--- src/rtl/mvm_pkg.sv ---
package mvm_pkg;

    localparam int unsigned MAX_ROWS_DEF = 64;
    localparam int unsigned MAX_COLS_DEF = 64;
    localparam int unsigned MAX_VEC_DEF  = 64;

    localparam int unsigned IDX_W     = 6;
    localparam int unsigned STORE_DIM = 1 << IDX_W;
    localparam int unsigned ADDR_W    = 2 * IDX_W;
    localparam int unsigned DATA_W    = 16;
    localparam int unsigned PROD_W    = 2 * DATA_W;
    localparam int unsigned SUM_W     = 40;
    localparam int unsigned CNT_W     = 8;
    localparam int unsigned ERR_W     = 3;
    localparam int unsigned FUNC_W    = 2;
    localparam int unsigned CFG_IDX_W = 2;

    localparam logic [FUNC_W-1:0] FUNC_WR_MAT  = 2'd0;
    localparam logic [FUNC_W-1:0] FUNC_WR_VEC  = 2'd1;
    localparam logic [FUNC_W-1:0] FUNC_COMPUTE = 2'd2;

    localparam logic [ERR_W-1:0] ERR_OK        = 3'd0;
    localparam logic [ERR_W-1:0] ERR_VEC_ZERO  = 3'd1;
    localparam logic [ERR_W-1:0] ERR_VEC_LONG  = 3'd2;
    localparam logic [ERR_W-1:0] ERR_MAT_ZERO  = 3'd3;
    localparam logic [ERR_W-1:0] ERR_MAT_LARGE = 3'd4;
    localparam logic [ERR_W-1:0] ERR_MISMATCH  = 3'd5;

    localparam logic [CFG_IDX_W-1:0] REG_NUM_ROWS   = 2'd0;
    localparam logic [CFG_IDX_W-1:0] REG_NUM_COLS   = 2'd1;
    localparam logic [CFG_IDX_W-1:0] REG_VECTOR_LEN = 2'd2;

    // Sideband that travels with each store read through the MAC pipe
    typedef struct packed {
        logic valid;
        logic first;
        logic last;
        logic zero;
    } mvm_tag_t;

endpackage

--- src/rtl/mvm_mac.sv ---
module mvm_mac (
    input  logic                             clk,
    input  logic                             rst_n,
    input  mvm_pkg::mvm_tag_t                issue_tag,
    input  logic signed [mvm_pkg::DATA_W-1:0] mat_data,
    input  logic signed [mvm_pkg::DATA_W-1:0] vec_data,
    output logic signed [mvm_pkg::SUM_W-1:0]  sum,
    output logic                             sum_done
);
    import mvm_pkg::*;

    mvm_tag_t                   tag_d_reg;
    mvm_tag_t                   tag_p_reg;
    logic                       done_reg;
    logic                       done_next;
    logic signed [PROD_W-1:0]   prod_raw;
    logic signed [PROD_W-1:0]   prod_reg;
    logic signed [PROD_W-1:0]   prod_next;
    logic signed [SUM_W-1:0]    acc_reg;
    logic signed [SUM_W-1:0]    acc_next;

    assign prod_raw  = mat_data * vec_data;
    // Terms past the store bounds count as zero
    assign prod_next = tag_d_reg.zero ? '0 : prod_raw;
    assign acc_next  = tag_p_reg.first ? SUM_W'(prod_reg) : acc_reg + SUM_W'(prod_reg);
    assign done_next = tag_p_reg.valid && tag_p_reg.last;

    always_ff @(posedge clk or negedge rst_n)
    begin
        if (!rst_n)
        begin
            tag_d_reg <= '0;
            tag_p_reg <= '0;
            done_reg  <= 1'b0;
        end
        else
        begin
            tag_d_reg <= issue_tag;
            tag_p_reg <= tag_d_reg;
            done_reg  <= done_next;
        end
    end

    always_ff @(posedge clk)
    begin
        if (tag_d_reg.valid)
        begin
            prod_reg <= prod_next;
        end
        if (tag_p_reg.valid)
        begin
            acc_reg <= acc_next;
        end
    end

    assign sum      = acc_reg;
    assign sum_done = done_reg;

endmodule

--- config.mk ---
export PLATFORM = sky130hd
export DESIGN_NAME = mvm_mac
export DESIGN_NICKNAME = d
export VERILOG_FILES = /design/src/rtl/mvm_pkg.sv /design/src/rtl/mvm_mac.sv
export SDC_FILE = /design/constraint.sdc
export NUM_CORES = 1
export LEC_CHECK = 0
export BUFFER_PORTS_ARGS = -buffer_cell sky130_fd_sc_hd__buf_4
export CAP_MARGIN = 25
export CORE_MARGIN = 4
export CORE_UTILIZATION = 50
export DETAILED_ROUTE_END_ITERATION = 6
export HOLD_SLACK_MARGIN = 0.06
export PLACE_DENSITY = 0.74
export SYNTH_ARGS = -nofsm -noshare
export SYNTH_HDL_FRONTEND = slang
export SYNTH_SLANG_ARGS = --single-unit
--- constraint.sdc ---
create_clock -name clk -period 2.84 [get_ports clk]
set_input_delay 0.142 -clock clk [delete_from_list [all_inputs] [get_ports clk]]
set_output_delay 0.142 -clock clk [all_outputs]
set_load 0.01 [all_outputs]
==> run_results.csv <==
group,metric,value,unit
outcome,status,"complete, but fails checks",
outcome,violations,"negative setup slack",
worst_setup_path,crit_type,"input pin to flop",
worst_setup_path,cp_data_arrival_time,5.59,ns
finish,multi_input_area,0.0121,mm²
timing,tightest_slew,0.910,ns
drt,drt_iter0_drc,652,
clocking,clock-root-buffer,"clkbuf_16",
synth,yosysTopAreaCellShare,0.357,
clocking,h-tree-depth,3,
synth,syn_nets,1969,
min_path,worstHoldPathType,"input pin to asynchronous set/reset pin",
synth,yosys_most_used_dff,"edfxtp_1",
floorplan,io_pins,79,
finish,nets,2302,
clocking,cts_buffer_depth,2,
synth,synth.cell_area,0.0147,mm²
global_route,antenna_found_initial,0,
finish,layout-drive-gt1-share,0.317,
drt,vias,11800,
placement,port-buffer-count,78,
worst_setup_path,reg2reg_setup_slack,0.04,ns
floorplan,die_area,0.0323,mm²
global_route,grt_pass1_wl,61.1,mm
worst_setup_path,reg2reg_from,"sum[0]",
floorplan,start_util,0.510,
timing,setup_ws,-2.67,ns
finish,antennaDiodeCount,0,
worst_setup_path,crit_start,"vec_data[6]",
finish,regArea,0.00236,mm²
timing,fmax,182,MHz
clocking,cts_tree,"built",
floorplan,coreArea,0.0289,mm²
worst_setup_path,path_max_fanout,5,
finish,num-fill-cells,2204,
floorplan,fp.dieW,180,µm
synth,ys_ff_latch,80,
finish,area_growth,32.5,%
synth,synth_top_cell_by_area,"fa_1",
synth,async_reset_ff_frac,0.100,
global_route,grt_pass1_vias,12600,
clocking,cts_buffers,9,
job,cap_violations,0,
clocking,clock_latency,0.34,ns
timing,rsz0062_at_grt,"true",
synth,ys_types,66,
drt,wire_per_inst,16.1,µm
drt,first_pass_iters,5,
worst_setup_path,required,2.92,ns
drt,final_antenna_net_count,0,
synth,synthCells,1547,
clocking,cts_sinks,80,
synth,syn_avg_cell_area,9.52,µm²
synth,seq_area_frac_synth,0.160,
synth,synth_area_leaders,"fa_1 (36%), edfxtp_1 (15%), ha_1 (10%), inv_1 (7.5%), and2_1 (5.4%)",
timing,timing.slew.headroom,0.393,
timing,finalHoldViolCount,0,
placement,place.gp.congestion,0.935,
synth,yosys_warnings,0,
placement,hpwl,29.7,mm
synth,synth-edff-count,72,
timing,fin_crit,5.51,ns
timing,whs,0.157,ns
global_route,track_usage,0.225,
worst_setup_path,crit_path_start_kind,"input pin",
floorplan,num_rows,62,
worst_setup_path,end_kind,"flop",
timing,finalCritPeriodShare,1.94,
drt,drc_errors,0,
clocking,clk_pin_slew,0.07,ns
timing,report.final.slew_viol_count,0,
finish,largest_register_ffs,40,
floorplan,die_h,180,µm
timing,skew,0.0152,ns
drt,viasPerCell,5.19,
drt,wirelength,36.5,mm
global_route,overflow,0,
timing,final-setup-viol-count,27,
global_route,grt_max_degree,54,
## cell type report
| type | instances | share of cell area |
|---|---|---|
| inverter | 294 | 0.0567 |
| tap | 384 | 0.0246 |
| multi-input combinational | 1124 | 0.620 |
| sequential | 80 | 0.121 |
| clock inverter | 4 | 0.00167 |
| timing repair buffer | 371 | 0.162 |
| clock buffer | 12 | 0.0142 |
## path summary, 6_finish.rpt
kind | end | cells after the start
max | prod_reg[27] | 23
min | tag_p_reg[1] | 2
max reg2reg | sum[32] | 12
min reg2reg | tag_p_reg[1] | 0
max in group asynchronous | tag_p_reg[2] | 2
min in group clk | tag_p_reg[1] | 0
## per-stage QoR
step                      TNS (ns)  instances  setup WS, ns  cell area (µm²)  utilization
after detailed placement    -67.45       2199         -3.11            17700        0.613
final                       -53.84       2269         -2.67            19500        0.676
after CTS                   -52.17       2249         -2.64            19000        0.657
after global placement      -64.62       2199         -3.04            17700        0.613
after floorplan             -51.48       1547         -2.71            15300            -
after global routing        -58.30       2269         -2.84            19500        0.676
## cell families (layout without fill, tap and decap cells)
kind of cell / after synthesis / count (layout) / share of synthesized area
compound gates: 217 / 217 / 0.0984
fa+ha+maj: 384 / 384 / 0.460
xor+xnor: 58 / 58 / 0.0345
buf+inv: 343 / 681 / 0.0875
flops: 80 / 80 / 0.160
simple gates: 458 / 458 / 0.154
mux: 7 / 7 / 0.00518
## Yosys cell counts, drive strengths merged (3+ instances only)
cell type / n
a21o: 30
a311oi: 3
a221oi: 3
nor2: 59
nand4: 8
a21oi: 56
clkbuf: 48
dfrtp: 8
o21ai: 64
nand3: 18
mux2: 5
a221o: 3
ha: 121
nor3: 16
fa: 263
a211oi: 7
xor2: 27
edfxtp: 72
and4: 4
and3: 7
nand2b: 12
o31ai: 7
xnor2: 31
inv: 294
a31o: 4
and2: 128
nor2b: 13
o21bai: 5
or2: 3
o21a: 11
o211ai: 3
or3: 5
a31oi: 6
nand2: 176
## per-layer routing
metal | track usage | part of all wire
met1 | 0.296 | 0.43
met4 | 0.0594 | 0.025
met2 | 0.400 | 0.50
met3 | 0.0247 | 0.046
met5 | 0 | 0
## critical path, cell delays in order
cell and delay (ns):
buf_8 0.10, and2_4 0.15, fa_1 0.56, inv_2 0.05
fa_1 0.47, fa_1 0.51, inv_2 0.04, fa_1 0.47
fa_1 0.52, inv_1 0.06, fa_1 0.50, inv_2 0.05
ha_4 0.23, a21o_1 0.18, a21o_1 0.16, a21o_1 0.16
a41o_4 0.26, a221oi_4 0.39, buf_4 0.18, o21ai_2 0.05
a21oi_2 0.13, xor2_1 0.17, nor2_1 0.06
## cells in the final DEF (no fill, tap or decap), types with 6 or more instances in the layout
cell | synthesis | layout
xor2_1 | 27 | 26
nand2_4 | 0 | 7
nand2b_1 | 12 | 12
a21oi_1 | 54 | 35
clkbuf_16 | 0 | 10
buf_6 | 0 | 59
buf_4 | 0 | 293
xnor2_1 | 31 | 25
buf_8 | 0 | 7
inv_1 | 294 | 270
ha_1 | 121 | 86
nand4_1 | 8 | 8
xnor2_2 | 0 | 6
nor2_1 | 59 | 54
a21o_1 | 30 | 30
nor2b_1 | 13 | 10
buf_12 | 0 | 7
and2_4 | 0 | 25
dfrtp_1 | 8 | 7
nor3_1 | 16 | 11
o21ai_1 | 1 | 9
ha_4 | 0 | 29
a21oi_2 | 2 | 17
ha_2 | 0 | 6
fa_2 | 0 | 21
and2_1 | 128 | 103
edfxtp_1 | 72 | 72
o21ai_0 | 61 | 43
nand3_1 | 18 | 16
o21ai_2 | 2 | 12
nand2_2 | 0 | 6
o21a_1 | 11 | 11
inv_2 | 0 | 23
nand2_1 | 176 | 163
fa_1 | 263 | 242
## what timing repair did
item / in CTS / in global routing
hold endpoints to repair: 12 / 0
pin swaps: 106 / 87
resized for setup: 159 / 97
hold buffers: 5 / 0
buffers inserted: 38 / 26
endpoints found under the setup margin: 45 / 48
Power is not shown: default switching activity piles up to over one toggle a cycle in this logic, so the estimate is an artifact.
